**config.mk**
```make
export PLATFORM = sky130hd
export DESIGN_NAME = slm_csr
export DESIGN_NICKNAME = d
export VERILOG_FILES = /design/src/hdl/slm_pkg.sv /design/src/hdl/slm_csr.sv
export SDC_FILE = /design/constraint.sdc
export NUM_CORES = 1
export LEC_CHECK = 0
export BUFFER_PORTS_ARGS = -buffer_cell sky130_fd_sc_hd__buf_2
export CAP_MARGIN = 10
export CORE_ASPECT_RATIO = 0.6
export CORE_MARGIN = 2
export CORE_UTILIZATION = 29
export DETAILED_ROUTE_END_ITERATION = 12
export PLACE_DENSITY = 0.51
export SETUP_SLACK_MARGIN = 0.05
export SLEW_MARGIN = 20
export SYNTH_ARGS = -nofsm -noshare
export SYNTH_HDL_FRONTEND = slang
export SYNTH_SLANG_ARGS = --single-unit
```
**constraint.sdc**
```tcl
create_clock -name clock -period 3.6 [get_ports clock]
set_clock_uncertainty 0.05 [all_clocks]
set_input_delay 0.54 -clock clock [delete_from_list [all_inputs] [get_ports clock]]
set_output_delay 0.54 -clock clock [all_outputs]
set_load 0.05 [all_outputs]
```
**src/hdl/slm_pkg.sv**
```systemverilog
// ----------------------------------------------------------------------------
// slm_pkg: shared types, constants and micro-program for the loudness meter
// Item layouts, register map, datapath opcodes and the per-item step table.
// ----------------------------------------------------------------------------
package slm_pkg;

   localparam int SAMPLE_BITS     = 24;
   localparam int SAMPLE_RATE_DEF = 48000;
   localparam int MAX_BLOCK_DEF   = 4096;
   localparam int TWO_PI_150_Q10  = 965097;

   localparam int N_REGS = 8;
   localparam int ADDR_W = 5;
   localparam int DATA_W = 32;

   localparam logic [2:0] REG_HP_B0    = 3'd0;
   localparam logic [2:0] REG_HP_A1    = 3'd1;
   localparam logic [2:0] REG_HP_A2    = 3'd2;
   localparam logic [2:0] REG_SHELF_B0 = 3'd3;
   localparam logic [2:0] REG_SHELF_B1 = 3'd4;
   localparam logic [2:0] REG_SHELF_B2 = 3'd5;
   localparam logic [2:0] REG_SHELF_A1 = 3'd6;
   localparam logic [2:0] REG_SHELF_A2 = 3'd7;

   localparam logic [DATA_W-1:0] COEF_ONE = 32'h4000_0000;

   typedef logic [N_REGS-1:0][DATA_W-1:0] coef_bank_type;

   typedef struct packed {
      logic signed [SAMPLE_BITS-1:0] left_sample;
      logic signed [SAMPLE_BITS-1:0] right_sample;
      logic                          block_end;
   } req_item_type;

   typedef struct packed {
      logic [58:0]        kweighted_sum;
      logic [58:0]        left_energy;
      logic [58:0]        right_energy;
      logic [58:0]        hp_left_energy;
      logic [58:0]        hp_right_energy;
      logic signed [59:0] hp_cross_sum;
      logic [58:0]        mid_energy;
      logic [58:0]        side_energy;
      logic [23:0]        sample_peak;
      logic [23:0]        true_peak;
      logic [36:0]        transient_sum;
      logic [12:0]        block_samples;
   } rsp_item_type;

   // multiplier operand A sources
   localparam logic [3:0] A_NONE  = 4'd0;
   localparam logic [3:0] A_HB0   = 4'd1;
   localparam logic [3:0] A_HA1   = 4'd2;
   localparam logic [3:0] A_HA2   = 4'd3;
   localparam logic [3:0] A_SB0   = 4'd4;
   localparam logic [3:0] A_SB1   = 4'd5;
   localparam logic [3:0] A_SB2   = 4'd6;
   localparam logic [3:0] A_SA1   = 4'd7;
   localparam logic [3:0] A_SA2   = 4'd8;
   localparam logic [3:0] A_ALPHA = 4'd9;
   localparam logic [3:0] A_X     = 4'd10;
   localparam logic [3:0] A_K     = 4'd11;
   localparam logic [3:0] A_HP    = 4'd12;
   localparam logic [3:0] A_SUM   = 4'd13;
   localparam logic [3:0] A_DIF   = 4'd14;

   // multiplier operand B sources
   localparam logic [2:0] B_X   = 3'd0;
   localparam logic [2:0] B_H   = 3'd1;
   localparam logic [2:0] B_K   = 3'd2;
   localparam logic [2:0] B_OPD = 3'd3;
   localparam logic [2:0] B_HP  = 3'd4;
   localparam logic [2:0] B_HPR = 3'd5;
   localparam logic [2:0] B_SUM = 3'd6;
   localparam logic [2:0] B_DIF = 3'd7;

   // actions on the registered product
   localparam logic [3:0] ACT_NONE = 4'd0;
   localparam logic [3:0] ACT_HY   = 4'd1;
   localparam logic [3:0] ACT_HZ0  = 4'd2;
   localparam logic [3:0] ACT_HZ1  = 4'd3;
   localparam logic [3:0] ACT_KY   = 4'd4;
   localparam logic [3:0] ACT_U    = 4'd5;
   localparam logic [3:0] ACT_V    = 4'd6;
   localparam logic [3:0] ACT_SZ0  = 4'd7;
   localparam logic [3:0] ACT_SZ1  = 4'd8;
   localparam logic [3:0] ACT_OP   = 4'd9;
   localparam logic [3:0] ACT_ACC  = 4'd10;
   localparam logic [3:0] ACT_TP   = 4'd11;
   localparam logic [3:0] ACT_PK   = 4'd12;

   // accumulator select
   localparam logic [2:0] ACC_KW   = 3'd0;
   localparam logic [2:0] ACC_L    = 3'd1;
   localparam logic [2:0] ACC_R    = 3'd2;
   localparam logic [2:0] ACC_HL   = 3'd3;
   localparam logic [2:0] ACC_HR   = 3'd4;
   localparam logic [2:0] ACC_X    = 3'd5;
   localparam logic [2:0] ACC_MID  = 3'd6;
   localparam logic [2:0] ACC_SIDE = 3'd7;

   localparam int N_STEPS = 32;
   localparam int STEP_W  = $clog2(N_STEPS);

   typedef struct packed {
      logic [3:0] a_sel;
      logic [2:0] b_sel;
      logic       mul_ch;
      logic [3:0] act;
      logic       act_ch;
      logic [2:0] acc_idx;
   } uop_type;

   typedef struct packed {
      logic    load;
      logic    emit;
      uop_type uop;
   } ctrl_cmd_type;

   typedef struct packed {
      logic block_done;
   } dp_status_type;

   function automatic uop_type mk(input logic [3:0] a, input logic [2:0] b,
                                  input logic mch, input logic [3:0] act,
                                  input logic ach, input logic [2:0] idx);
      uop_type u;
      u.a_sel   = a;
      u.b_sel   = b;
      u.mul_ch  = mch;
      u.act     = act;
      u.act_ch  = ach;
      u.acc_idx = idx;
      return u;
   endfunction

   // at most one multiply issued and one product consumed per step
   function automatic uop_type uop_rom(input logic [STEP_W-1:0] step);
      uop_type u;
      unique case (step)
         5'd0:  u = mk(A_HB0,   B_X,   1'b0, ACT_NONE, 1'b0, ACC_KW);
         5'd1:  u = mk(A_NONE,  B_X,   1'b0, ACT_HY,   1'b0, ACC_KW);
         5'd2:  u = mk(A_HA1,   B_H,   1'b0, ACT_PK,   1'b0, ACC_KW);
         5'd3:  u = mk(A_HA2,   B_H,   1'b0, ACT_HZ0,  1'b0, ACC_KW);
         5'd4:  u = mk(A_SB0,   B_H,   1'b0, ACT_HZ1,  1'b0, ACC_KW);
         5'd5:  u = mk(A_SB1,   B_H,   1'b0, ACT_KY,   1'b0, ACC_KW);
         5'd6:  u = mk(A_SB2,   B_H,   1'b0, ACT_U,    1'b0, ACC_KW);
         5'd7:  u = mk(A_SA1,   B_K,   1'b0, ACT_V,    1'b0, ACC_KW);
         5'd8:  u = mk(A_SA2,   B_K,   1'b0, ACT_SZ0,  1'b0, ACC_KW);
         5'd9:  u = mk(A_HB0,   B_X,   1'b1, ACT_SZ1,  1'b0, ACC_KW);
         5'd10: u = mk(A_NONE,  B_X,   1'b1, ACT_HY,   1'b1, ACC_KW);
         5'd11: u = mk(A_HA1,   B_H,   1'b1, ACT_NONE, 1'b1, ACC_KW);
         5'd12: u = mk(A_HA2,   B_H,   1'b1, ACT_HZ0,  1'b1, ACC_KW);
         5'd13: u = mk(A_SB0,   B_H,   1'b1, ACT_HZ1,  1'b1, ACC_KW);
         5'd14: u = mk(A_SB1,   B_H,   1'b1, ACT_KY,   1'b1, ACC_KW);
         5'd15: u = mk(A_SB2,   B_H,   1'b1, ACT_U,    1'b1, ACC_KW);
         5'd16: u = mk(A_SA1,   B_K,   1'b1, ACT_V,    1'b1, ACC_KW);
         5'd17: u = mk(A_SA2,   B_K,   1'b1, ACT_SZ0,  1'b1, ACC_KW);
         5'd18: u = mk(A_ALPHA, B_OPD, 1'b0, ACT_SZ1,  1'b1, ACC_KW);
         5'd19: u = mk(A_ALPHA, B_OPD, 1'b1, ACT_OP,   1'b0, ACC_KW);
         5'd20: u = mk(A_K,     B_K,   1'b0, ACT_OP,   1'b1, ACC_KW);
         5'd21: u = mk(A_K,     B_K,   1'b1, ACT_ACC,  1'b0, ACC_KW);
         5'd22: u = mk(A_X,     B_X,   1'b0, ACT_ACC,  1'b0, ACC_KW);
         5'd23: u = mk(A_X,     B_X,   1'b1, ACT_ACC,  1'b0, ACC_L);
         5'd24: u = mk(A_HP,    B_HP,  1'b0, ACT_ACC,  1'b0, ACC_R);
         5'd25: u = mk(A_HP,    B_HP,  1'b1, ACT_ACC,  1'b0, ACC_HL);
         5'd26: u = mk(A_HP,    B_HPR, 1'b0, ACT_ACC,  1'b0, ACC_HR);
         5'd27: u = mk(A_SUM,   B_SUM, 1'b0, ACT_ACC,  1'b0, ACC_X);
         5'd28: u = mk(A_DIF,   B_DIF, 1'b0, ACT_ACC,  1'b0, ACC_MID);
         5'd29: u = mk(A_NONE,  B_X,   1'b0, ACT_ACC,  1'b0, ACC_SIDE);
         5'd30: u = mk(A_NONE,  B_X,   1'b0, ACT_TP,   1'b0, ACC_KW);
         5'd31: u = mk(A_NONE,  B_X,   1'b0, ACT_TP,   1'b1, ACC_KW);
         default: u = mk(A_NONE, B_X,  1'b0, ACT_NONE, 1'b0, ACC_KW);
      endcase
      return u;
   endfunction

endpackage

```
**src/hdl/slm_csr.sv**
```systemverilog
// ----------------------------------------------------------------------------
// slm_csr: coefficient register bank
// APB-style write/read of the eight Q2.30 filter coefficients.
// ----------------------------------------------------------------------------
module slm_csr
   import slm_pkg::*;
(
   input  logic                clock,
   input  logic                reset,
   input  logic                csr_psel,
   input  logic                csr_penable,
   input  logic                csr_pwrite,
   input  logic [ADDR_W-1:0]   csr_paddr,
   input  logic [DATA_W-1:0]   csr_pwdata,
   output logic [DATA_W-1:0]   csr_prdata,
   output logic                csr_pready,
   output coef_bank_type       coef
);

   // hp_b0 (reg 0) and shelf_b0 (reg 3) at 1.0, rest zero: shelf filter passes
   localparam coef_bank_type COEF_RESET =
      {{4{DATA_W'(0)}}, COEF_ONE, {2{DATA_W'(0)}}, COEF_ONE};

   coef_bank_type regs_ff, regs_in;
   logic [2:0]    idx;

   assign idx = csr_paddr[ADDR_W-1:2];

   always_comb begin
      regs_in = regs_ff;
      if (csr_psel && csr_penable && csr_pwrite) begin
         regs_in[idx] = csr_pwdata;
      end
   end

   always_ff @(posedge clock) begin
      if (reset) begin
         regs_ff <= COEF_RESET;
      end else begin
         regs_ff <= regs_in;
      end
   end

   assign csr_prdata = regs_ff[idx];
   assign csr_pready = 1'b1;
   assign coef       = regs_ff;

endmodule

```
==> summary.md <==
| Metric | Value |
|---|---|
| Status | `complete, no violations` |
| Fmax | `between 300 and 400 MHz` |
| DR WL/cell | `a little over 20 microns` |
| Detailed-placement wirelength estimate | `26.10 mm` |
| Req. time, crit path | `approximately 3 ns` |
| Die height | `~160 microns` |
| GP Congestion | `~0.74` |
| Critical-path maximum fanout | `24` |
| Layout cells sized above 1 | `0.3722` |
| Power Density | `just over 400 nW/um^2` |
| Reg2Reg Depth | `2` |
| GRT Overall Usage | `0.1728` |
| Starting Density | `0.2966` |
| Worst-skew pair later-pin latency | `between 0.5 and 0.6 ns` |
| Critical register-to-register path startpoint | `coef[140]` |
| Distinct cells, synth | `31` |
| Crit path max-delay cell type | `mux4_2` |
| Yosys warns | `0` |
| Max Root-Sink Buffers | `3` |
| Mean Syn Cell Area | `11.78 sq um` |
| DRC | `0` |
| Worst hold path type | `input pin to flop` |
| CP peak stage delay | `around 0.55 ns` |
| Cts repair resizes | `0` |
| Worst-path clk slew | `0.06 ns` |
| Initial drt markers | `just over 400` |
| Pleak | `between 7 and 8 nW` |
| Max-slew violation count | `0` |
| Final hold slack | `between 0.2 and 0.3 ns` |
| Worst slew margin | `0.4058` |
| Nets | `roughly 1.3k` |
| Number of synthesized register bits | `about 260` |
| Syn_nets | `approximately 1.1k` |
| Reg2reg setup slack | `2.85 ns` |
| Synth Instances | `1029` |
| Core ar. | `about 41000 sq um` |
| Postcts setup bufs | `0` |
| Vias in the first global route | `between 8k and 9k` |
| Vias/cell | `about 4.6` |
| WL final | `38.69 mm` |
| First-pass GRT wire length | `approximately 57 mm` |
| Max cap viols | `0` |
| Setup TNS | `0 ns` |
| Critical path, cell by cell | `buf_4 -> buf_4 -> mux4_2 -> mux2_4 -> buf_2` |
| Die Span X | `267.9 microns` |
| Worst Hold Depth | `3` |
| Synth Flop Type | `dfxtp_1` |
| CP Launch Point | `csr_paddr[2]` |
| I/O pin count | `between 300 and 400` |
| Fin. Hold Viols | `0` |
| Final Total Pwr | `between 6 and 7 mW` |
| CP Depth | `5` |
| Post-synth EDFFs | `0` |
| Crit path time final | `approximately 3.0 ns` |
| Post-synthesis cell area | `about 12000 sq um` |
| TritonCTS Buffers | `27` |
| Root Driver | `clkbuf_16` |
| Area Growth Syn to Fin | `24.25%` |
| Drt first pass iters | `4` |
| Post-synthesis sequential area ratio | `0.4229` |
| Pin count of the biggest net entering global routing | `between 90 and 100` |
| Row cnt | `57` |
| Initial antenna violation count | `4` |
| Arrival @ worst endpoint | `about 2.4 ns` |
| CTS tree | `done` |
| Buffers plus inverters on the worst setup path | `3` |
| Unrepaired setup endpoints after global routing | `false` |
| H-Tree Depth | `1` |
| Crit-path most repeated cell | `buf_4` |
| Crit path capture | `csr_prdata[3]` |
| Cell family with most CP delay | `buffers and inverters` |
| Reg2reg end | `coef[140]` |
| VDD IR max | `just over 0.2 mV` |
| Port bufs | `327` |
| Max reg flops | `roughly 260` |
| Startpoint types | `input pin` |
| Vias | `between 8k and 9k` |
| FFs w/ async S/R, synth | `0` |
| Crit path kind | `input pin to primary output` |
| Hold-fix buffers, CTS | `0` |
| Die ar. | `between 40000 and 50000 sq um` |
| # setup viols final | `0` |
| Final period utilization | `0.8207` |
| Worst Tran Pin Value | `about 0.9 ns` |
| Post-route ant nets | `0` |
| Final core occ | `0.3685` |
| GRT Residual Overflow | `0` |
| Critical Path End Type | `primary output` |
| Clk sink count | `256` |
how the worst min path moves through the flow:
stage          slack [ns]      startpoint   endpoint
2_1_floorplan        0.65        coef[54]   coef[54]
3_3_place_gp         0.42        coef[60]   coef[60]
3_5_place_dp         0.43       coef[170]  coef[170]
4_1_cts              0.24  csr_pwdata[30]   coef[30]
5_1_grt              0.25  csr_pwdata[30]   coef[30]
6_report             0.27  csr_pwdata[30]   coef[30]
cells in the final DEF (no fill, tap or decap), drive strengths merged, types with 3 or more instances in the layout:
master  Yosys  routed
mux2       32      32
nand2       6       6
mux2i     257     257
dfxtp     256     256
nand2b    286     286
clkinv      0       4
nor2        4       4
buf        79     357
nand3       3       3
clkbuf     31      39
mux4       62      62
report_power, final:
group	leakage [nW]	internal, mW	switching [mW]	total [mW]
clock	0.416	1.54	1.20	2.74
sequential	2.06	2.85	0.0173	2.87
combinational	5.36	0.176	0.299	0.475
kinds of logic after synthesis:
logic type / count (synthesis) / share of synthesized area
mux: 351 / 0.3687
simple gates: 306 / 0.1567
flops: 256 / 0.4229
buf+inv: 111 / 0.04883
compound gates: 4 / 0.002581
other cells: 1 / 0.0003094
cell type report:
| type | instances | area, sq um |
|---|---|---|
| fillers | 4089 | 25810 |
| multi-input cells | 662 | 6434 |
| flip-flops and latches | 256 | 5125 |
| repair buffers | 357 | 1938 |
| clock buffers | 39 | 800.8 |
| well taps | 560 | 700.7 |
| clock inverters | 7 | 51.30 |
| diodes | 2 | 5.005 |
| inverters | 1 | 3.754 |
cells in the mapped netlist, drive strengths merged (2+ instances only):
master | number | share of area
and2 | 2 | 0.0010
buf | 79 | 0.039
clkbuf | 31 | 0.0099
dfxtp | 256 | 0.42
mux2 | 32 | 0.039
mux2i | 257 | 0.21
mux4 | 62 | 0.12
nand2 | 6 | 0.0021
nand2b | 286 | 0.15
nand3 | 3 | 0.0017
nor2 | 4 | 0.0012
nor2b | 2 | 0.0010
worst min-delay path: stages:
cell	delay, ns
buf_2	0.09
nor2_1	0.05
mux2i_1	0.13
metal layers:
metal | GRT usage | share of wire
met1 | 0.2491 | 0.48
met2 | 0.2712 | 0.45
met3 | 0.02918 | 0.043
met4 | 0.03657 | 0.022
met5 | 0 | 0
through the flow:
stage | instances | instance area, sq um | setup slack, ns
after floorplan | 1029 | 12120 | 1.012
after global placement | 1836 | 14200 | 0.5867
after detailed placement | 1836 | 14200 | 0.5850
after CTS | 1882 | 15050 | 0.5840
after global routing | 1884 | 15060 | 0.5359
final | 1884 | 15060 | 0.6453
Power figures use the tool's default switching activity.
