$ cat src/hdl/slm_pkg.sv
// ----------------------------------------------------------------------------
// slm_pkg: shared types, constants and micro-program for the loudness meter
// Item layouts, register map, datapath opcodes and the per-item step table.
// ----------------------------------------------------------------------------
package slm_pkg;

   localparam int SAMPLE_BITS     = 24;
   localparam int SAMPLE_RATE_DEF = 48000;
   localparam int MAX_BLOCK_DEF   = 4096;
   localparam int TWO_PI_150_Q10  = 965097;

   localparam int N_REGS = 8;
   localparam int ADDR_W = 5;
   localparam int DATA_W = 32;

   localparam logic [2:0] REG_HP_B0    = 3'd0;
   localparam logic [2:0] REG_HP_A1    = 3'd1;
   localparam logic [2:0] REG_HP_A2    = 3'd2;
   localparam logic [2:0] REG_SHELF_B0 = 3'd3;
   localparam logic [2:0] REG_SHELF_B1 = 3'd4;
   localparam logic [2:0] REG_SHELF_B2 = 3'd5;
   localparam logic [2:0] REG_SHELF_A1 = 3'd6;
   localparam logic [2:0] REG_SHELF_A2 = 3'd7;

   localparam logic [DATA_W-1:0] COEF_ONE = 32'h4000_0000;

   typedef logic [N_REGS-1:0][DATA_W-1:0] coef_bank_type;

   typedef struct packed {
      logic signed [SAMPLE_BITS-1:0] left_sample;
      logic signed [SAMPLE_BITS-1:0] right_sample;
      logic                          block_end;
   } req_item_type;

   typedef struct packed {
      logic [58:0]        kweighted_sum;
      logic [58:0]        left_energy;
      logic [58:0]        right_energy;
      logic [58:0]        hp_left_energy;
      logic [58:0]        hp_right_energy;
      logic signed [59:0] hp_cross_sum;
      logic [58:0]        mid_energy;
      logic [58:0]        side_energy;
      logic [23:0]        sample_peak;
      logic [23:0]        true_peak;
      logic [36:0]        transient_sum;
      logic [12:0]        block_samples;
   } rsp_item_type;

   // multiplier operand A sources
   localparam logic [3:0] A_NONE  = 4'd0;
   localparam logic [3:0] A_HB0   = 4'd1;
   localparam logic [3:0] A_HA1   = 4'd2;
   localparam logic [3:0] A_HA2   = 4'd3;
   localparam logic [3:0] A_SB0   = 4'd4;
   localparam logic [3:0] A_SB1   = 4'd5;
   localparam logic [3:0] A_SB2   = 4'd6;
   localparam logic [3:0] A_SA1   = 4'd7;
   localparam logic [3:0] A_SA2   = 4'd8;
   localparam logic [3:0] A_ALPHA = 4'd9;
   localparam logic [3:0] A_X     = 4'd10;
   localparam logic [3:0] A_K     = 4'd11;
   localparam logic [3:0] A_HP    = 4'd12;
   localparam logic [3:0] A_SUM   = 4'd13;
   localparam logic [3:0] A_DIF   = 4'd14;

   // multiplier operand B sources
   localparam logic [2:0] B_X   = 3'd0;
   localparam logic [2:0] B_H   = 3'd1;
   localparam logic [2:0] B_K   = 3'd2;
   localparam logic [2:0] B_OPD = 3'd3;
   localparam logic [2:0] B_HP  = 3'd4;
   localparam logic [2:0] B_HPR = 3'd5;
   localparam logic [2:0] B_SUM = 3'd6;
   localparam logic [2:0] B_DIF = 3'd7;

   // actions on the registered product
   localparam logic [3:0] ACT_NONE = 4'd0;
   localparam logic [3:0] ACT_HY   = 4'd1;
   localparam logic [3:0] ACT_HZ0  = 4'd2;
   localparam logic [3:0] ACT_HZ1  = 4'd3;
   localparam logic [3:0] ACT_KY   = 4'd4;
   localparam logic [3:0] ACT_U    = 4'd5;
   localparam logic [3:0] ACT_V    = 4'd6;
   localparam logic [3:0] ACT_SZ0  = 4'd7;
   localparam logic [3:0] ACT_SZ1  = 4'd8;
   localparam logic [3:0] ACT_OP   = 4'd9;
   localparam logic [3:0] ACT_ACC  = 4'd10;
   localparam logic [3:0] ACT_TP   = 4'd11;
   localparam logic [3:0] ACT_PK   = 4'd12;

   // accumulator select
   localparam logic [2:0] ACC_KW   = 3'd0;
   localparam logic [2:0] ACC_L    = 3'd1;
   localparam logic [2:0] ACC_R    = 3'd2;
   localparam logic [2:0] ACC_HL   = 3'd3;
   localparam logic [2:0] ACC_HR   = 3'd4;
   localparam logic [2:0] ACC_X    = 3'd5;
   localparam logic [2:0] ACC_MID  = 3'd6;
   localparam logic [2:0] ACC_SIDE = 3'd7;

   localparam int N_STEPS = 32;
   localparam int STEP_W  = $clog2(N_STEPS);

   typedef struct packed {
      logic [3:0] a_sel;
      logic [2:0] b_sel;
      logic       mul_ch;
      logic [3:0] act;
      logic       act_ch;
      logic [2:0] acc_idx;
   } uop_type;

   typedef struct packed {
      logic    load;
      logic    emit;
      uop_type uop;
   } ctrl_cmd_type;

   typedef struct packed {
      logic block_done;
   } dp_status_type;

   function automatic uop_type mk(input logic [3:0] a, input logic [2:0] b,
                                  input logic mch, input logic [3:0] act,
                                  input logic ach, input logic [2:0] idx);
      uop_type u;
      u.a_sel   = a;
      u.b_sel   = b;
      u.mul_ch  = mch;
      u.act     = act;
      u.act_ch  = ach;
      u.acc_idx = idx;
      return u;
   endfunction

   // at most one multiply issued and one product consumed per step
   function automatic uop_type uop_rom(input logic [STEP_W-1:0] step);
      uop_type u;
      unique case (step)
         5'd0:  u = mk(A_HB0,   B_X,   1'b0, ACT_NONE, 1'b0, ACC_KW);
         5'd1:  u = mk(A_NONE,  B_X,   1'b0, ACT_HY,   1'b0, ACC_KW);
         5'd2:  u = mk(A_HA1,   B_H,   1'b0, ACT_PK,   1'b0, ACC_KW);
         5'd3:  u = mk(A_HA2,   B_H,   1'b0, ACT_HZ0,  1'b0, ACC_KW);
         5'd4:  u = mk(A_SB0,   B_H,   1'b0, ACT_HZ1,  1'b0, ACC_KW);
         5'd5:  u = mk(A_SB1,   B_H,   1'b0, ACT_KY,   1'b0, ACC_KW);
         5'd6:  u = mk(A_SB2,   B_H,   1'b0, ACT_U,    1'b0, ACC_KW);
         5'd7:  u = mk(A_SA1,   B_K,   1'b0, ACT_V,    1'b0, ACC_KW);
         5'd8:  u = mk(A_SA2,   B_K,   1'b0, ACT_SZ0,  1'b0, ACC_KW);
         5'd9:  u = mk(A_HB0,   B_X,   1'b1, ACT_SZ1,  1'b0, ACC_KW);
         5'd10: u = mk(A_NONE,  B_X,   1'b1, ACT_HY,   1'b1, ACC_KW);
         5'd11: u = mk(A_HA1,   B_H,   1'b1, ACT_NONE, 1'b1, ACC_KW);
         5'd12: u = mk(A_HA2,   B_H,   1'b1, ACT_HZ0,  1'b1, ACC_KW);
         5'd13: u = mk(A_SB0,   B_H,   1'b1, ACT_HZ1,  1'b1, ACC_KW);
         5'd14: u = mk(A_SB1,   B_H,   1'b1, ACT_KY,   1'b1, ACC_KW);
         5'd15: u = mk(A_SB2,   B_H,   1'b1, ACT_U,    1'b1, ACC_KW);
         5'd16: u = mk(A_SA1,   B_K,   1'b1, ACT_V,    1'b1, ACC_KW);
         5'd17: u = mk(A_SA2,   B_K,   1'b1, ACT_SZ0,  1'b1, ACC_KW);
         5'd18: u = mk(A_ALPHA, B_OPD, 1'b0, ACT_SZ1,  1'b1, ACC_KW);
         5'd19: u = mk(A_ALPHA, B_OPD, 1'b1, ACT_OP,   1'b0, ACC_KW);
         5'd20: u = mk(A_K,     B_K,   1'b0, ACT_OP,   1'b1, ACC_KW);
         5'd21: u = mk(A_K,     B_K,   1'b1, ACT_ACC,  1'b0, ACC_KW);
         5'd22: u = mk(A_X,     B_X,   1'b0, ACT_ACC,  1'b0, ACC_KW);
         5'd23: u = mk(A_X,     B_X,   1'b1, ACT_ACC,  1'b0, ACC_L);
         5'd24: u = mk(A_HP,    B_HP,  1'b0, ACT_ACC,  1'b0, ACC_R);
         5'd25: u = mk(A_HP,    B_HP,  1'b1, ACT_ACC,  1'b0, ACC_HL);
         5'd26: u = mk(A_HP,    B_HPR, 1'b0, ACT_ACC,  1'b0, ACC_HR);
         5'd27: u = mk(A_SUM,   B_SUM, 1'b0, ACT_ACC,  1'b0, ACC_X);
         5'd28: u = mk(A_DIF,   B_DIF, 1'b0, ACT_ACC,  1'b0, ACC_MID);
         5'd29: u = mk(A_NONE,  B_X,   1'b0, ACT_ACC,  1'b0, ACC_SIDE);
         5'd30: u = mk(A_NONE,  B_X,   1'b0, ACT_TP,   1'b0, ACC_KW);
         5'd31: u = mk(A_NONE,  B_X,   1'b0, ACT_TP,   1'b1, ACC_KW);
         default: u = mk(A_NONE, B_X,  1'b0, ACT_NONE, 1'b0, ACC_KW);
      endcase
      return u;
   endfunction

endpackage

$ cat src/hdl/slm_ctrl.sv
// ----------------------------------------------------------------------------
// slm_ctrl: item sequencer
// Accepts an item, steps the micro-program, emits the result at block end.
// ----------------------------------------------------------------------------
module slm_ctrl
   import slm_pkg::*;
(
   input  logic          clock,
   input  logic          reset,
   input  logic          req_valid,
   output logic          req_stall,
   output logic          rsp_valid,
   input  logic          rsp_stall,
   input  dp_status_type status,
   output ctrl_cmd_type  cmd
);

   localparam logic [1:0] S_IDLE = 2'd0;
   localparam logic [1:0] S_RUN  = 2'd1;
   localparam logic [1:0] S_FIN  = 2'd2;

   logic [1:0]        state_ff, state_in;
   logic [STEP_W-1:0] step_ff, step_in;
   logic              rsp_valid_ff, rsp_valid_in;
   logic              out_free;

   assign out_free = !rsp_valid_ff || !rsp_stall;

   always_comb begin
      state_in     = state_ff;
      step_in      = step_ff;
      rsp_valid_in = rsp_valid_ff;
      cmd.load     = 1'b0;
      cmd.emit     = 1'b0;
      cmd.uop      = '0;
      if (rsp_valid_ff && !rsp_stall) begin
         rsp_valid_in = 1'b0;
      end
      unique case (state_ff)
         S_IDLE: begin
            if (req_valid) begin
               cmd.load = 1'b1;
               step_in  = '0;
               state_in = S_RUN;
            end
         end
         S_RUN: begin
            cmd.uop = uop_rom(step_ff);
            step_in = step_ff + 1'b1;
            if (step_ff == STEP_W'(N_STEPS - 1)) begin
               state_in = S_FIN;
            end
         end
         S_FIN: begin
            if (!status.block_done) begin
               state_in = S_IDLE;
            end else if (out_free) begin
               cmd.emit     = 1'b1;
               rsp_valid_in = 1'b1;
               state_in     = S_IDLE;
            end
         end
         default: state_in = S_IDLE;
      endcase
   end

   always_ff @(posedge clock) begin
      if (reset) begin
         state_ff     <= S_IDLE;
         step_ff      <= '0;
         rsp_valid_ff <= 1'b0;
      end else begin
         state_ff     <= state_in;
         step_ff      <= step_in;
         rsp_valid_ff <= rsp_valid_in;
      end
   end

   assign req_stall = (state_ff != S_IDLE);
   assign rsp_valid = rsp_valid_ff;

endmodule

$ cat config.mk
export PLATFORM = sky130hd
export DESIGN_NAME = slm_ctrl
export DESIGN_NICKNAME = d
export VERILOG_FILES = /design/src/hdl/slm_pkg.sv /design/src/hdl/slm_ctrl.sv
export SDC_FILE = /design/constraint.sdc
export NUM_CORES = 1
export LEC_CHECK = 0
export CORE_ASPECT_RATIO = 0.6
export CORE_MARGIN = 10
export CORE_UTILIZATION = 66
export DETAILED_ROUTE_END_ITERATION = 16
export DONT_BUFFER_PORTS = 1
export GPL_TIMING_DRIVEN = 0
export PLACE_DENSITY = 0.82
export SETUP_SLACK_MARGIN = 0.1
export SKIP_CTS_REPAIR_TIMING = 1
export SYNTH_ARGS = -nofsm -noshare
export SYNTH_HDL_FRONTEND = slang
export SYNTH_SLANG_ARGS = --single-unit
$ cat constraint.sdc
create_clock -name clock -period 7.4 [get_ports clock]
set_input_delay 1.48 -clock clock [delete_from_list [all_inputs] [get_ports clock]]
set_output_delay 1.48 -clock clock [all_outputs]
set_load 0.005 [all_outputs]
==> flow_summary_export.csv <==
group,metric,value,unit
routing,vias,1494,
global_route,grt_max_degree,15,
layout,nets,224,
sta,period_share,0.548,
sta,setup_violations,0,
sta,rsz0062_at_grt,"false",
floorplanning,die_y,58.2,um
floorplanning,die_area,4870,um^2
pwr,combPwrFrac,0.102,
routing,vias_per_cell,6.44,
pwr,seqPwrFrac,0.480,
critical_path,cp-end-kind,"register",
clock_tree,clk_pin_slew_worst_paths,90,ps
synth,synth_edf_count,0,
pwr,ir_worst_vdd,0.101,mV
synth,synth.most_common_cell,"dfxtp_1",
critical_path,worst-path-stages,9,
floorplanning,pin_count,25,
placed_design,place_congestion,0.983,
synth,synth_nets,219,
critical_path,critPathRequiredTime,7610,ps
placed_design,placedInstanceArea,1640,um^2
clock_tree,cts-root-buf,"clkbuf_8",
placed_design,portBuffers,0,
synth,ys_seq_area_frac,0.299,
pwr,sw_frac_of_total,0.232,
critical_path,crit_path_top_delay_cell,"a22oi_1",
pwr,p_leak,0.758,nW
routing,ant_nets,0,
clock_tree,cts_max_path_buffers,2,
pwr,clockPowerShare,0.417,
layout,finalInstanceArea,1720,um^2
clock_tree,cts_tree,"built",
synth,ys_top_cells_by_area,"dfxtp_1 30%, ha_1 12%, and2_1 7.0%",
run,maxCapViolCount,0,
critical_path,critPathTopFamily,"compound AO/OA/AOI/OAI gates",
layout,antenna_cells,0,
pwr,p_per_area,162,nW/um^2
synth,synth_cell_type_count,46,
routing,dr.pass1.iters,5,
clock_tree,insertion_delay,270,ps
synth,synth_top_area_share,0.299,
routing,wl_per_cell,18.6,um
critical_path,critical_path.cell_chain,"o21bai_2 > a22oi_1 > nor2_1 > inv_1 > ha_1 > nor2_1 > a2111oi_0 > a31oi_1 > a21oi_1",
synth,synth_top_area_cell,"dfxtp_1",
synth,syn_inst,198,
synth,yosys-top-cells-count,"24 x dfxtp_1, 21 x nor2_1, 18 x and2_1",
synth,synth_area,1610,um^2
sta,period_needed,4050,ps
critical_path,critical_path.most_common_cell,"nor2_1",
synth,yosys_warnings,0,
global_route,overflow,0,
run_status,outcome,"finished, final reports clean",
synth,ys_ff_latch,24,
critical_path,worst_ep_arrival_time,4260,ps
critical_path,worst_setup_path_start_kind,"input pin",
floorplanning,core,2240,um^2
layout,drive_above_1_share,0.104,
floorplanning,start_util,0.716,
critical_path,reg2reg_depth,9,
sta,tightest_slew,846,ps
pwr,intPower,0.213,mW
routing,drc,0,
critical_path,crit_type,"input pin to register",
synth,ys.flop_type,"dfxtp_1",
pwr,p_sw,0.0645,mW
placed_design,hpwl,3200,um
clock_tree,cts_buffers,3,
hold_path,whs_path_depth,2,
sta,drv_slew,0,
clock_tree,htreeDepth,1,
floorplanning,fp-row-count,13,
synth,syn_avg_cell_area,8.11,um^2
layout,postLayoutCoreUtil,0.764,
floorplanning,die_w,83.7,um
critical_path,critPathMaxStageDelay,680,ps
global_route,grt_pass1_vias,1424,
layout,area_growth_syn_to_layout,6.78,%
global_route,antenna_found_initial,0,
global_route,track_usage,0.172,
sta,max_freq,0.247,GHz
sta,hold_viol,0,
sta,clock_skew,11.7,ps
sta,setup_tns,0,ps
routing,drtIter0Drc,253,
sta,slew_headroom,0.436,
layout,fill_cells,171,
global_route,grt_first_pass_wirelength,6980,um
synth,async_reset_ff_frac,0,
critical_path,crit_fanout,9,
routing,wl,4310,um
clock_tree,numClockSinks,24,
hold_path,hp-class,"register to register",
critical_path,cp.buffers_inverters,1,
[worst reg2reg max path, stage by stage, from the launching register on]
cell and delay (ps):
dfxtp_1 410, and2b_1 280, a22oi_1 710, nor2_1 360
inv_1 330, ha_1 400, nor2_1 110, a2111oi_0 560
a31oi_1 80, a21oi_1 150
[layout by cell type (no fill, tap or decap), types with 2 or more instances in the layout]
master	count
a2111oi_0	2
a211oi_1	4
a21oi_1	15
a22oi_1	2
a31oi_1	4
a32oi_1	2
and2_1	18
and3_1	3
buf_2	2
buf_6	2
clkbuf_1	3
clkbuf_8	3
dfxtp_1	24
ha_1	16
inv_1	9
mux2_2	2
nand2_1	13
nand2_2	2
nand3_1	8
nand4_1	3
nor2_1	21
nor2b_1	2
o211ai_1	3
o21ai_0	12
or2_2	3
xnor2_1	2
[power groups by stage]
stage	logic, mW	registers, mW	clock network (mW)
final	0.0284	0.133	0.116
after global routing	0.0314	0.134	0.120
after CTS	0.0274	0.133	0.116
after detailed placement	0.0273	0.137	0
after global placement	0.0266	0.136	0
after floorplan	0.0207	0.136	0
[layer usage]
layer / vias up / global-route usage / part of all wire
met2: 105 / 0.251 / 0.40
met5: - / 0 / 0
li1: 709 / - / -
met3: 8 / 0.0795 / 0.18
met4: 0 / 0.0428 / 0.0079
met1: 672 / 0.225 / 0.41
[kinds of logic (layout without fill, tap and decap cells)]
group	count (synthesis)	in the layout	share of synthesized area
multiplexers	3	3	0.0202
AND/OR/NAND/NOR	79	79	0.252
adder cells (fa/ha/maj)	16	16	0.125
XOR/XNOR	2	2	0.0109
buffers and inverters	18	22	0.0553
flip-flops	24	24	0.299
AO/OA/AOI/OAI	56	56	0.238
[final timing paths]
path	start	endpoint	slack [ps]
max reg2reg	state_ff[1]$_SDFFE_PP0P_	register	3960
min reg2reg	rsp_valid$_SDFF_PP0_	rsp_valid$_SDFF_PP0_	530
max	req_valid	register	3350
min	rsp_valid$_SDFF_PP0_	rsp_valid$_SDFF_PP0_	530
[metrics by stage]
stage                     worst slack (ps)  hold slack (ps)  power, mW  instances
after detailed placement              3270              531      0.164        228
after CTS                             3550              544      0.277        232
after global routing                  3240              571      0.285        232
after floorplan                       3900              485      0.157        198
final                                 3350              534      0.278        232
after global placement                3430              513      0.163        228
[layout make-up]
type                    count  area [um^2]  share of cell area
clock inverters             1         30.0              0.0175
inverters                  10         37.5              0.0219
multi-input cells         156         1040               0.605
clock buffers               3         41.3              0.0241
plain buffers               8         51.3              0.0299
well taps                  30         37.5              0.0219
flip-flops and latches     24          480               0.280
Power figures use the tool's default switching activity.
